`src/rtl/text_console_writer_unit_assert.svh`:
```
`ifndef TEXT_CONSOLE_WRITER_UNIT_ASSERT_SVH
`define TEXT_CONSOLE_WRITER_UNIT_ASSERT_SVH

// Consequent must hold at the same edge as the antecedent
`define TCW_ASSERT_NOW(label, ante, cons, msg) \
  label: assert property (@(posedge clk) disable iff (rst) (ante) |-> (cons)) \
    else $error(msg);

// Consequent must hold at the next edge after the antecedent
`define TCW_ASSERT_NEXT(label, ante, cons, msg) \
  label: assert property (@(posedge clk) disable iff (rst) (ante) |=> (cons)) \
    else $error(msg);

`endif

```
`src/rtl/tcw_pkg.sv`:
```
package tcw_pkg;

  // Screen geometry
  localparam int COLUMNS = 80;
  localparam int ROWS    = 25;
  localparam int CELLS   = COLUMNS * ROWS;
  localparam int COL_W   = $clog2(COLUMNS);
  localparam int ROW_W   = $clog2(ROWS);
  localparam int ADDR_W  = $clog2(CELLS);

  // Field widths
  localparam int CMD_W      = 2;
  localparam int CHAR_W     = 8;
  localparam int RADDR_W    = 11;
  localparam int LOC_W      = 11;
  localparam int CELL_W     = 16;
  localparam int IN_DATA_W  = 24;
  localparam int OUT_DATA_W = 32;

  // Cell contents
  localparam logic [CELL_W-1:0] BLANK_CELL = 16'h0F20;
  localparam logic [7:0]        TEXT_ATTR  = 8'h0F;
  localparam int                TAB_STOP   = 8;

  // Decoupling queue
  localparam int QUEUE_DEPTH = 2;
  localparam int QPTR_W      = $clog2(QUEUE_DEPTH);

  // Command codes
  localparam logic [CMD_W-1:0] CMD_PUT   = 2'd0;
  localparam logic [CMD_W-1:0] CMD_CLEAR = 2'd1;
  localparam logic [CMD_W-1:0] CMD_READ  = 2'd2;

  // Control characters
  localparam logic [CHAR_W-1:0] CH_BACKSPACE = 8'h08;
  localparam logic [CHAR_W-1:0] CH_TAB       = 8'h09;
  localparam logic [CHAR_W-1:0] CH_LINEFEED  = 8'h0A;
  localparam logic [CHAR_W-1:0] CH_RETURN    = 8'h0D;

  typedef enum logic [2:0] {
    OP_PRINT,
    OP_BACKSPACE,
    OP_TAB,
    OP_RETURN,
    OP_NEWLINE,
    OP_CLEAR,
    OP_READ,
    OP_NOP
  } op_kind_t;

  typedef struct packed {
    op_kind_t            kind;
    logic [CHAR_W-1:0]   char_code;
    logic [RADDR_W-1:0]  read_address;
  } op_t;

  typedef enum logic [2:0] {
    ST_IDLE,
    ST_DONE,
    ST_COPY,
    ST_DRAIN,
    ST_BLANK
  } back_state_t;

endpackage

```
`src/rtl/tcw_front.sv`:
```
module tcw_front (
  input  logic                           clk,
  input  logic                           rst,
  input  logic                           in_valid,
  output logic                           in_ready,
  input  logic [tcw_pkg::CMD_W-1:0]      in_cmd,
  input  logic [tcw_pkg::IN_DATA_W-1:0]  in_data,
  output logic                           out_valid,
  input  logic                           out_ready,
  output tcw_pkg::op_t                   out_op
);

  logic         hold_valid;
  tcw_pkg::op_t hold_op;
  tcw_pkg::op_t op_dec;

  // Decode command and control character into an operation
  always_comb begin
    op_dec.char_code    = in_data[tcw_pkg::CHAR_W-1:0];
    op_dec.read_address = in_data[tcw_pkg::CHAR_W +: tcw_pkg::RADDR_W];
    unique case (in_cmd)
      tcw_pkg::CMD_PUT: begin
        unique case (in_data[tcw_pkg::CHAR_W-1:0])
          tcw_pkg::CH_BACKSPACE: op_dec.kind = tcw_pkg::OP_BACKSPACE;
          tcw_pkg::CH_TAB:       op_dec.kind = tcw_pkg::OP_TAB;
          tcw_pkg::CH_RETURN:    op_dec.kind = tcw_pkg::OP_RETURN;
          tcw_pkg::CH_LINEFEED:  op_dec.kind = tcw_pkg::OP_NEWLINE;
          default:               op_dec.kind = tcw_pkg::OP_PRINT;
        endcase
      end
      tcw_pkg::CMD_CLEAR: op_dec.kind = tcw_pkg::OP_CLEAR;
      tcw_pkg::CMD_READ:  op_dec.kind = tcw_pkg::OP_READ;
      default:            op_dec.kind = tcw_pkg::OP_NOP;
    endcase
  end

  // One-entry holding register toward the queue
  assign in_ready  = !hold_valid || out_ready;
  assign out_valid = hold_valid;
  assign out_op    = hold_op;

  always_ff @(posedge clk) begin
    if (rst) begin
      hold_valid <= 1'b0;
    end else if (in_ready) begin
      hold_valid <= in_valid;
    end
  end

  always_ff @(posedge clk) begin
    if (in_valid && in_ready) begin
      hold_op <= op_dec;
    end
  end

endmodule

```
`config.mk`:
```
export PLATFORM = sky130hd
export DESIGN_NAME = tcw_front
export DESIGN_NICKNAME = d
export VERILOG_FILES = /design/src/rtl/text_console_writer_unit_assert.svh /design/src/rtl/tcw_pkg.sv /design/src/rtl/tcw_front.sv
export SDC_FILE = /design/constraint.sdc
export NUM_CORES = 1
export LEC_CHECK = 0
export ABC_AREA = 1
export ABC_CLOCK_PERIOD_IN_PS = 2800
export BUFFER_PORTS_ARGS = -buffer_cell sky130_fd_sc_hd__buf_2
export CORE_MARGIN = 2
export CORE_UTILIZATION = 43
export CTS_BUF_LIST = sky130_fd_sc_hd__clkbuf_2 sky130_fd_sc_hd__clkbuf_4 sky130_fd_sc_hd__clkbuf_8
export CTS_CLUSTER_DIAMETER = 100
export DETAILED_ROUTE_END_ITERATION = 12
export GPL_TIMING_DRIVEN = 0
export PLACE_DENSITY = 0.8
export SLEW_MARGIN = 20
export SYNTH_ARGS = -nofsm -noshare
export SYNTH_HDL_FRONTEND = slang
export SYNTH_SLANG_ARGS = --single-unit
```
`constraint.sdc`:
```
create_clock -name clk -period 2.8 [get_ports clk]
set_input_delay 0.84 -clock clk [delete_from_list [all_inputs] [get_ports clk]]
set_output_delay 0.84 -clock clk [all_outputs]
set_load 0.02 [all_outputs]
```
# After elaboration in Yosys (flattened, before gate mapping)
# Cells that the tools add are included.
# op_classes
eq_ne	6
n_mux	2
n_reduce_logical	4
# op_table
cell	count
8-bit by 4-bit == test with 1-bit output, second input constant	4
3-bit one-hot mux with 4 select lines	1
3-bit one-hot mux with 3 select lines	1
2-bit by 1-bit == test with 1-bit output, second input constant	1
2-bit == test, second input constant	1
2-bit logical NOT	1
1-bit logical AND	1
1-bit logical NOT	1
1-bit logical OR	1
# word_totals
regBits	23
inputBits	30
out_inout_bits	24
word_cells	16

# Logic depth before layout (Yosys ltp)
# logic_depth
ltp_word	3
ltp_mapped	8

# Worst setup path after synthesis
# OpenSTA, ideal clock, no wires.
# synth_timing
path_kind	in2reg
start	input port in_valid
end	register hold_op (netlist bit out_op[0]) (enable)
setup_time_ns	0.408
arrival_ns	1.983
required_time_ns	2.392
path_slack_ns	0.409
cell_stages	2
path_buffers	0
path_cell_list	inv_1 > a21oi_1
# synth_via
elab_chain_len	1
# synth_lines
item	line	text
start, declared	tcw_front.sv:4	input logic in_valid,
1-bit logical AND	tcw_front.sv:51	if (in_valid && in_ready) begin
end signal, assigned	tcw_front.sv:52	hold_op <= op_dec;
end, declared	tcw_front.sv:14	tcw_pkg::op_t hold_op;
# Every way passes these cells.
# A chain may end at the register's enable or synchronous reset.

# Worst setup path after layout
# layout_timing
start	input port out_ready
end	output port in_ready
# layout_via
elab_chain_len	1
# layout_lines
item	line	text
start, declared	tcw_front.sv:9	input logic out_ready,
1-bit logical OR	tcw_front.sv:38	assign in_ready = !hold_valid || out_ready;
end, declared	tcw_front.sv:5	output logic in_ready,
# Every way passes these cells.

==> qor.yml <==
htree_levels: 1
rsz0062_at_grt: "false"
worstHoldPathType: "flip-flop to flip-flop"
fillCellCount: 169
drtIter0Drc: 4
status: "completed"
synth_nets: 94
crit_type: "input port to output port"
whs_path_depth: 2
hold_end: "out_valid"
final_common_cell: "buf_2"
ios: 54
ctsHoldBuffers: 0
die_x_um: 49.0
regArea_um2: 681
worstPathArrival_ns: 1.23
postCtsSetupBuffers: 0
wirelength_mm: 1.45
slew_violations: 0
overflow: 0
grt_first_pass_wirelength_mm: 2.24
avgSynthCellArea_um2: 14.1
ant_nets: 0
timing.fmax_mhz: 483
ys_types: 12
routabilityCongestion: 0.635
clk_path_buf_depth: 2
setup_viol: 0
die_height_um: 49.0
syn2layout_area_growth_pct: 37.0
post-route-period-util_pct: 74.0
yosysWarnings: 0
hpwl_mm: 1.23
period_minus_slack_ns: 2.07
worstMarginPinSlew_ns: 0.480
drcViolationCount: 0
grt_usage_pct: 12.4
first_pass_iters: 3
most-common-layout-cells: "buf_2 (48), edfxtp_1 (22), nand2_1 (16)"
dieArea_um2: 2400
vias: 627
antenna_found_initial: 0
cts_tree: "yes"
io_buffers: 48
cp_max_fo: 2
core_um2: 1940
dp_slack_ns: 0.731
wl_per_cell_um: 10.2
row_count: 16
cts_made_buffers: 3
multi_input_area_um2: 144
setup_tns_ns: 0
fin_ws_ns: 0.729
crit_path_end_kind: "output port"
viasPerCell: 4.42
grt_pass1_vias: 550
r2r_end: "out_op[10]"
netlist_instances: 62
required_ns: 1.96
setup.worst_path.start_class: "input port"
antenna_cells: 0
grt_max_degree: 16
leakagePower_nw: 0.569
worst_r2r_path_depth: 2
ys_seq_elements: 23
syn-cell-area_um2: 872
r2r_start: "out_valid"
p_per_area_nw_per_um2: 545
start_util_pct: 44.9
ctsResizeCount: 0
clk_latency_ns: 0.29
root_buffer: "clkbuf_4"
max-slew-margin-rel_pct: 68.0
drive_above_1_share_pct: 50.4
maxCapViolCount: 0
path_clk_slew_ns: 0.11
seq_area_frac_synth_pct: 78.0
hold_viol: 0
min-delay-start: "out_valid"
peakVddDrop_uv: 276
layout.nets: 148
cts_sinks: 23
skew_ns: 0.00167
r2r_setup_slack_ns: 1.54
-- critical path: stages --
cell and delay [ns]:
buf_2 0.10, inv_1 0.07, nand2_1 0.06, buf_2 0.16
-- flip-flops by register name (all words and copies together), names as in the netlist --
| name | cells |
|---|---|
| out_valid | 1 |
| out_op | 22 |
-- report_power, final --
| group | switching (mW) | total [mW] | internal, mW |
|---|---|---|---|
| Sequential | 0.00482 | 0.406 | 0.401 |
| Combinational | 0.0580 | 0.0946 | 0.0366 |
| Clock | 0.0855 | 0.151 | 0.0651 |
-- logic make-up after synthesis --
family / synth area share (%)
flip-flops: 78.0
AND/OR/NAND/NOR: 12.1
AO/OA/AOI/OAI: 1.15
adder cells (fa/ha/maj): 2.87
buffers and inverters: 5.88
-- final cells by class --
type / instances / share of cell area, %
inverters: 10 / 4.29
repair buffers: 49 / 21.4
well taps: 27 / 2.83
clock buffers: 4 / 2.51
flip-flops and latches: 23 / 57.0
multi-input cells: 29 / 12.0
-- routing by layer --
layer  vias to the layer above  global-route usage (%)  routed length (um)
li1                        314                       -                   -
met1                       279                    13.1                 553
met3                         2                    3.68                 128
met2                        32                    22.6                 757
met4                         0                    5.71                   7
met5                         -                       0                   0
-- worst max-delay path by stage --
stage,from,end
final,out_ready,in_ready
after global routing,out_ready,in_ready
after CTS,out_ready,in_ready
after detailed placement,out_ready,in_ready
after global placement,in_valid,out_op[1]
after floorplan,in_valid,out_op[0]
-- stage by stage --
stage / cells / instance area, um2 / hold slack (ns) / power (mW) / utilization (%)
after floorplan: 62 / 872 / 0.705 / 0.465 / -
after global placement: 137 / 1150 / 0.469 / 0.504 / 59.0
after detailed placement: 138 / 1160 / 0.498 / 0.510 / 60.0
after CTS: 142 / 1190 / 0.515 / 0.660 / 61.5
after global routing: 142 / 1190 / 0.577 / 0.680 / 61.5
final: 142 / 1190 / 0.515 / 0.651 / 61.5
-- synthesized netlist by cell type, drive strengths merged --
master / number / share of area [%]
nor2: 6 / 3.2
a21oi: 2 / 1.1
ha: 2 / 2.9
dfxtp: 1 / 2.3
bufinv: 1 / 2.0
nand4: 1 / 0.72
edfxtp: 22 / 76
nor3: 1 / 0.57
inv: 9 / 3.9
nand2: 17 / 7.6
Power figures use the tool's default switching activity.
