$ cat src/rtl/text_console_writer_unit_assert.svh
`ifndef TEXT_CONSOLE_WRITER_UNIT_ASSERT_SVH
`define TEXT_CONSOLE_WRITER_UNIT_ASSERT_SVH

// Consequent must hold at the same edge as the antecedent
`define TCW_ASSERT_NOW(label, ante, cons, msg) \
  label: assert property (@(posedge clk) disable iff (rst) (ante) |-> (cons)) \
    else $error(msg);

// Consequent must hold at the next edge after the antecedent
`define TCW_ASSERT_NEXT(label, ante, cons, msg) \
  label: assert property (@(posedge clk) disable iff (rst) (ante) |=> (cons)) \
    else $error(msg);

`endif

$ cat src/rtl/tcw_pkg.sv
package tcw_pkg;

  // Screen geometry
  localparam int COLUMNS = 80;
  localparam int ROWS    = 25;
  localparam int CELLS   = COLUMNS * ROWS;
  localparam int COL_W   = $clog2(COLUMNS);
  localparam int ROW_W   = $clog2(ROWS);
  localparam int ADDR_W  = $clog2(CELLS);

  // Field widths
  localparam int CMD_W      = 2;
  localparam int CHAR_W     = 8;
  localparam int RADDR_W    = 11;
  localparam int LOC_W      = 11;
  localparam int CELL_W     = 16;
  localparam int IN_DATA_W  = 24;
  localparam int OUT_DATA_W = 32;

  // Cell contents
  localparam logic [CELL_W-1:0] BLANK_CELL = 16'h0F20;
  localparam logic [7:0]        TEXT_ATTR  = 8'h0F;
  localparam int                TAB_STOP   = 8;

  // Decoupling queue
  localparam int QUEUE_DEPTH = 2;
  localparam int QPTR_W      = $clog2(QUEUE_DEPTH);

  // Command codes
  localparam logic [CMD_W-1:0] CMD_PUT   = 2'd0;
  localparam logic [CMD_W-1:0] CMD_CLEAR = 2'd1;
  localparam logic [CMD_W-1:0] CMD_READ  = 2'd2;

  // Control characters
  localparam logic [CHAR_W-1:0] CH_BACKSPACE = 8'h08;
  localparam logic [CHAR_W-1:0] CH_TAB       = 8'h09;
  localparam logic [CHAR_W-1:0] CH_LINEFEED  = 8'h0A;
  localparam logic [CHAR_W-1:0] CH_RETURN    = 8'h0D;

  typedef enum logic [2:0] {
    OP_PRINT,
    OP_BACKSPACE,
    OP_TAB,
    OP_RETURN,
    OP_NEWLINE,
    OP_CLEAR,
    OP_READ,
    OP_NOP
  } op_kind_t;

  typedef struct packed {
    op_kind_t            kind;
    logic [CHAR_W-1:0]   char_code;
    logic [RADDR_W-1:0]  read_address;
  } op_t;

  typedef enum logic [2:0] {
    ST_IDLE,
    ST_DONE,
    ST_COPY,
    ST_DRAIN,
    ST_BLANK
  } back_state_t;

endpackage

$ cat src/rtl/tcw_queue.sv
module tcw_queue (
  input  logic         clk,
  input  logic         rst,
  input  logic         in_valid,
  output logic         in_ready,
  input  tcw_pkg::op_t in_op,
  output logic         out_valid,
  input  logic         out_ready,
  output tcw_pkg::op_t out_op
);

  tcw_pkg::op_t                slots [tcw_pkg::QUEUE_DEPTH];
  logic [tcw_pkg::QPTR_W-1:0]  wr_ptr;
  logic [tcw_pkg::QPTR_W-1:0]  rd_ptr;
  logic [tcw_pkg::QPTR_W:0]    count;
  logic                        push;
  logic                        pop;

  assign in_ready  = count != (tcw_pkg::QPTR_W + 1)'(tcw_pkg::QUEUE_DEPTH);
  assign out_valid = count != '0;
  assign out_op    = slots[rd_ptr];
  assign push      = in_valid && in_ready;
  assign pop       = out_valid && out_ready;

  // Pointers and fill level
  always_ff @(posedge clk) begin
    if (rst) begin
      wr_ptr <= '0;
      rd_ptr <= '0;
      count  <= '0;
    end else begin
      if (push) wr_ptr <= wr_ptr + 1'b1;
      if (pop)  rd_ptr <= rd_ptr + 1'b1;
      if (push && !pop) begin
        count <= count + 1'b1;
      end else if (pop && !push) begin
        count <= count - 1'b1;
      end
    end
  end

  // Entry storage
  always_ff @(posedge clk) begin
    if (push) begin
      slots[wr_ptr] <= in_op;
    end
  end

endmodule

$ cat config.mk
export PLATFORM = sky130hd
export DESIGN_NAME = tcw_queue
export DESIGN_NICKNAME = d
export VERILOG_FILES = /design/src/rtl/text_console_writer_unit_assert.svh /design/src/rtl/tcw_pkg.sv /design/src/rtl/tcw_queue.sv
export SDC_FILE = /design/constraint.sdc
export NUM_CORES = 1
export LEC_CHECK = 0
export ABC_AREA = 1
export BUFFER_PORTS_ARGS = -buffer_cell sky130_fd_sc_hd__buf_2
export CAP_MARGIN = 15
export CORE_AREA = 2 2 68 70
export DETAILED_ROUTE_END_ITERATION = 7
export DIE_AREA = 0 0 70 72
export PLACE_DENSITY = 0.67
export RECOVER_POWER = 50
export SYNTH_ARGS = -nofsm -noshare
export SYNTH_HDL_FRONTEND = slang
export SYNTH_SLANG_ARGS = --single-unit
$ cat constraint.sdc
create_clock -name clk -period 2.33 [get_ports clk]
set_input_delay 0.466 -clock clk [delete_from_list [all_inputs] [get_ports clk]]
set_output_delay 0.466 -clock clk [all_outputs]
set_load 0.1 [all_outputs]
Word-level counts from Yosys, hierarchy flattened

Memory sizes are Yosys's and may differ from the RTL's. A register that Yosys moved wholly into a read port is not among the register bits.
Cells that the tools add are included.

Reductions and logical operators: 8
Equality and inequality tests: 1
Mux-type cells: 6
Add/subtract/negate cells: 4

Operators by type and width:

| operator                                                           | number |
|---|---|
| 1-bit logical AND                                                  | 4 |
| 1-bit 2-to-1 mux                                                   | 4 |
| 2-bit 2-to-1 mux                                                   | 2 |
| 2-bit nonzero test                                                 | 2 |
| 1-bit adder, second input constant                                 | 2 |
| 2-bit by 1-bit adder with 2-bit output, second input constant      | 1 |
| 1-bit logical NOT                                                  | 2 |
| 2-bit != test, second input constant                               | 1 |
| 2-bit by 1-bit subtractor with 2-bit output, second input constant | 1 |

Memories: 1
Logic and storage cells: 23
Output and inout bits: 24
Bits in registers: 4
Input port bits: 26
Memory bits (writable): 44

Memories:

| memory | words | bits a word | read ports | clocked after Yosys merged registers in | write ports | RTL line        | text |
|---|---|---|---|---|---|---|---|
| slots  | 2     | 22          | 1          | 1                                       | 1           | tcw_queue.sv:12 | `tcw_pkg::op_t slots [tcw_pkg::QUEUE_DEPTH];` |

Longest topological paths before layout

Word-level depth: 6
Mapped depth: 11
Depth with buffers taken out: 11

Worst setup path before layout

OpenSTA, ideal clock, no wires.

Path type: reg-to-reg
From: register count[0] (netlist name)
To: memory slots[0][0] (netlist name) (enable)
Slack: -0.331 ns
Data arrival time: 2.260 ns
Period minus slack after synthesis: 2.661 ns
Cell stages (with the launch flop): 5
Buffers on the path: 0
Data required time: 1.929 ns
Cells stage by stage: dfxtp_1 inv_1 nand2_1 nand2_1 nor2_1

Word-level cells in the longest chain between the ends: 4

RTL lines:

| element                                | RTL line        | text |
|---|---|---|
| from (decl)                            | tcw_queue.sv:15 | `logic [tcw_pkg::QPTR_W:0] count;` |
| from (signal assigned)                 | tcw_queue.sv:35 | `count <= count + 1'b1;` |
| from (signal assigned)                 | tcw_queue.sv:37 | `count <= count - 1'b1;` |
| 2-bit != test                          | tcw_queue.sv:19 | `assign in_ready = count != (tcw_pkg::QPTR_W + 1)'(tcw_pkg::QUEUE_DEPTH);` |
| named net in_ready                     | tcw_queue.sv:5  | `output logic in_ready,` |
| 1-bit logical AND                      | tcw_queue.sv:22 | `assign push = in_valid && in_ready;` |
| 1-bit 2-to-1 mux                       | tcw_queue.sv:44 | `if (push) begin` |
| 1-bit 2-to-1 mux (implied by the code) | tcw_queue.sv:45 | `slots[wr_ptr] <= in_op;` |
| to (decl)                              | tcw_queue.sv:12 |  |

The timed path passes the listed nets, and every way through them passes these cells.

==> summary.md <==
| Metric | Value |
|---|---|
| Register area | `1420 µm²` |
| Adder-Cell Fraction of Synth Area | `less than 1%` |
| Filler Cell Count | `319` |
| Critical Path AT | `1.55 ns` |
| Area growth from synthesis to layout | `41.6%` |
| DR vias/cell | `roughly 4.7` |
| Die outline width | `70 µm` |
| Fin. max-slew vios | `0` |
| Fin crit share | `86.5%` |
| DRC Markers | `0` |
| Worst-margin pin slew | `0.660 ns` |
| Fin. Hold Viols | `0` |
| Post-synthesis instance area | `1830 µm²` |
| Peak VDD IR | `0.796 mV` |
| Initial antenna violation count | `0` |
| CTS tree | `done` |
| Yosys warnings | `0` |
| Clock latency on the worst-skew pair | `0.30 ns` |
| Post-synthesis cell count | `105` |
| Total gr overflow | `0` |
| Post-CTS setup buffer count | `0` |
| Dpl cells | `between 200 and 250` |
| First-pass GRT wire length | `4.93 mm` |
| Core Region | `4260 µm²` |
| P_leak | `roughly 0.98 nW` |
| Iter 0 DRT Violations | `just under 50` |
| CP Class | `reg -> out` |
| CP required | `1.86 ns` |
| Final Cell Area | `about 2600 µm²` |
| Routed wire length | `between 3 and 4 mm` |
| Layout cells sized above 1 | `42.7%` |
| Largest area contributor in the netlist | `edfxtp_1` |
| DP Worst Slack | `0.628 ns` |
| Most frequent cells in the layout | `edfxtp_1, mux2_2, buf_12` |
| Max frequency | `0.496 GHz` |
| Max Root-Sink Buffers | `2` |
| Layout Nets | `190` |
| Drt wl/cell | `14.3 µm` |
| Final HPWL DP | `2.29 mm` |
| CP max FO | `20` |
| Gr usage total | `between 10% and 20%` |
| Relative slew slack | `56.0%` |
| Area occupied by multi-input gates | `359 µm²` |
| I/O pins | `50` |
| Largest family of logic cells by synthesized area | `multiplexers` |
| PnR worst setup slack | `0.314 ns` |
| Largest net degree at the start of global routing | `23` |
| Mux contribution to synthesized area | `13.5%` |
| Crit path capture type | `output pin` |
| Commonest non-fill, non-tap cell in the layout | `edfxtp_1` |
| Max H-tree Level | `2` |
| Vias in the first global route | `1072` |
| Fin cells | `216` |
| Clock root buffer | `clkbuf_8` |
| Cts bufs inserted | `5` |
| IO buf count | `49` |
| Clock-pin slew on the worst setup and hold paths | `0.08 ns` |
| Post-synth top area share | `72.2%` |
| Seq/Total Area, Yosys | `between 70% and 80%` |
| #FFs+latches synth | `around 50` |
| Final setup fails | `0` |
| Pwr Density | `~1400 nW/µm²` |
| Ranking of synthesized cells by area | `edfxtp_1, mux2_2, dfxtp_1` |
| Sink Count | `just under 50` |
| Hold Crit Class | `in -> reg` |
| Synth cell types | `12` |
| Drt pass-1 iters | `4` |
| Number of core rows | `24` |
| Initial Utilization | `42.9%` |
| Post-DRT Antenna Nets | `0` |
| Antenna Cells | `0` |
| Vias | `1020` |
| Post-CTS Resized | `0` |
| Die area | `5040 µm²` |
| Syn_nets | `around 130` |
| Outcome | `completed` |
| Crit start category | `flop` |
| Max cap viols | `0` |
| Final GP Congestion | `0.695` |
| Hold buffers post-CTS | `0` |
| Die height | `roughly 72 µm` |
| Synth Area per Inst | `approximately 17 µm²` |
| Xor/xnor cell area share of the yosys netlist | `0%` |
| Post-place instance area | `2480 µm²` |
| Simple-Gate Fraction of Synth Area | `under 10%` |
| Setup repair after global routing missed its margin | `no` |
| Min Tclk post-route | `~2 ns` |
| Synth Area in Compound Gates | `1.09%` |
| Clock skew | `about 0.0054 ns` |
-- report_power, final --
group | internal [mW] | switching [mW] | leakage, nW
sequential | 1.11 | 0.0401 | 0.452
clock | 0.426 | 0.261 | 0.0681
combinational | 0.602 | 1.28 | 0.462
total | 2.14 | 1.58 | 0.982
-- cells in the mapped netlist --
| cell | number |
|---|---|
| edfxtp_1 | 44 |
| mux2_2 | 22 |
| nand2_1 | 9 |
| inv_1 | 8 |
| nor2_1 | 7 |
| dfxtp_1 | 5 |
| a21oi_1 | 2 |
| buf_6 | 2 |
| nand3_1 | 2 |
| o21ai_0 | 2 |
| ha_1 | 1 |
| nand4_1 | 1 |
-- critical path, stage by stage (launching register included) --
cell	delay [ns]
dfxtp_1	0.37
buf_4	0.30
mux2_2	0.40
buf_12	0.17
-- routing by layer --
metal	wire length [µm]	part of all wire (%)	track usage, %	vias to the layer above
li1	-	-	-	499
met1	1110	36	13.4	482
met2	1710	55	24.2	33
met3	213	6.9	5.00	6
met4	62	2.0	6.41	0
met5	0	0	0	-
-- worst paths after layout --
| kind | to | from | cells past startpoint | slack (ns) |
|---|---|---|---|---|
| min | slots[0][13] | in_op[13] | 1 | 0.35 |
| max reg2reg | slots[0][19] | count[0] | 5 | 0.68 |
| min reg2reg | rd_ptr | rd_ptr | 2 | 0.51 |
| max | out_op[17] | flop | 3 | 0.31 |
-- stage by stage --
stage,hold slack [ns],util [%],setup TNS (ns),total power [mW]
after floorplan,0.465,-,-14.57,2.45
after global placement,0.484,58.2,0,3.04
after detailed placement,0.490,58.2,0,3.08
after CTS,0.338,61.4,0,3.77
after global routing,0.331,60.8,0,3.86
final,0.351,60.8,0,3.72
-- cell type report --
type                            instances  share of cell area (%)
Sequential cell                        49                    54.8
Timing Repair Buffer                   53                    22.5
Multi-Input combinational cell         46                    13.9
Clock buffer                            5                    2.65
Clock inverter                          3                    2.51
Tap cell                               52                    2.51
Inverter                                8                    1.16
-- registers in the layout, indices dropped and copies added, names as in the netlist, named ones only --
signal	flops
count	2
rd_ptr	1
slots	44
wr_ptr	1
-- cells by family (layout without fill, tap and decap cells) --
group | after synthesis | count (layout)
AOI/OAI and AO/OA | 4 | 4
adders and majority gates | 1 | 1
buffers and inverters | 10 | 69
DFF | 49 | 49
and+or+nand+nor | 19 | 19
muxes | 22 | 22
No activity file was read; power rests on OpenSTA's default activity.
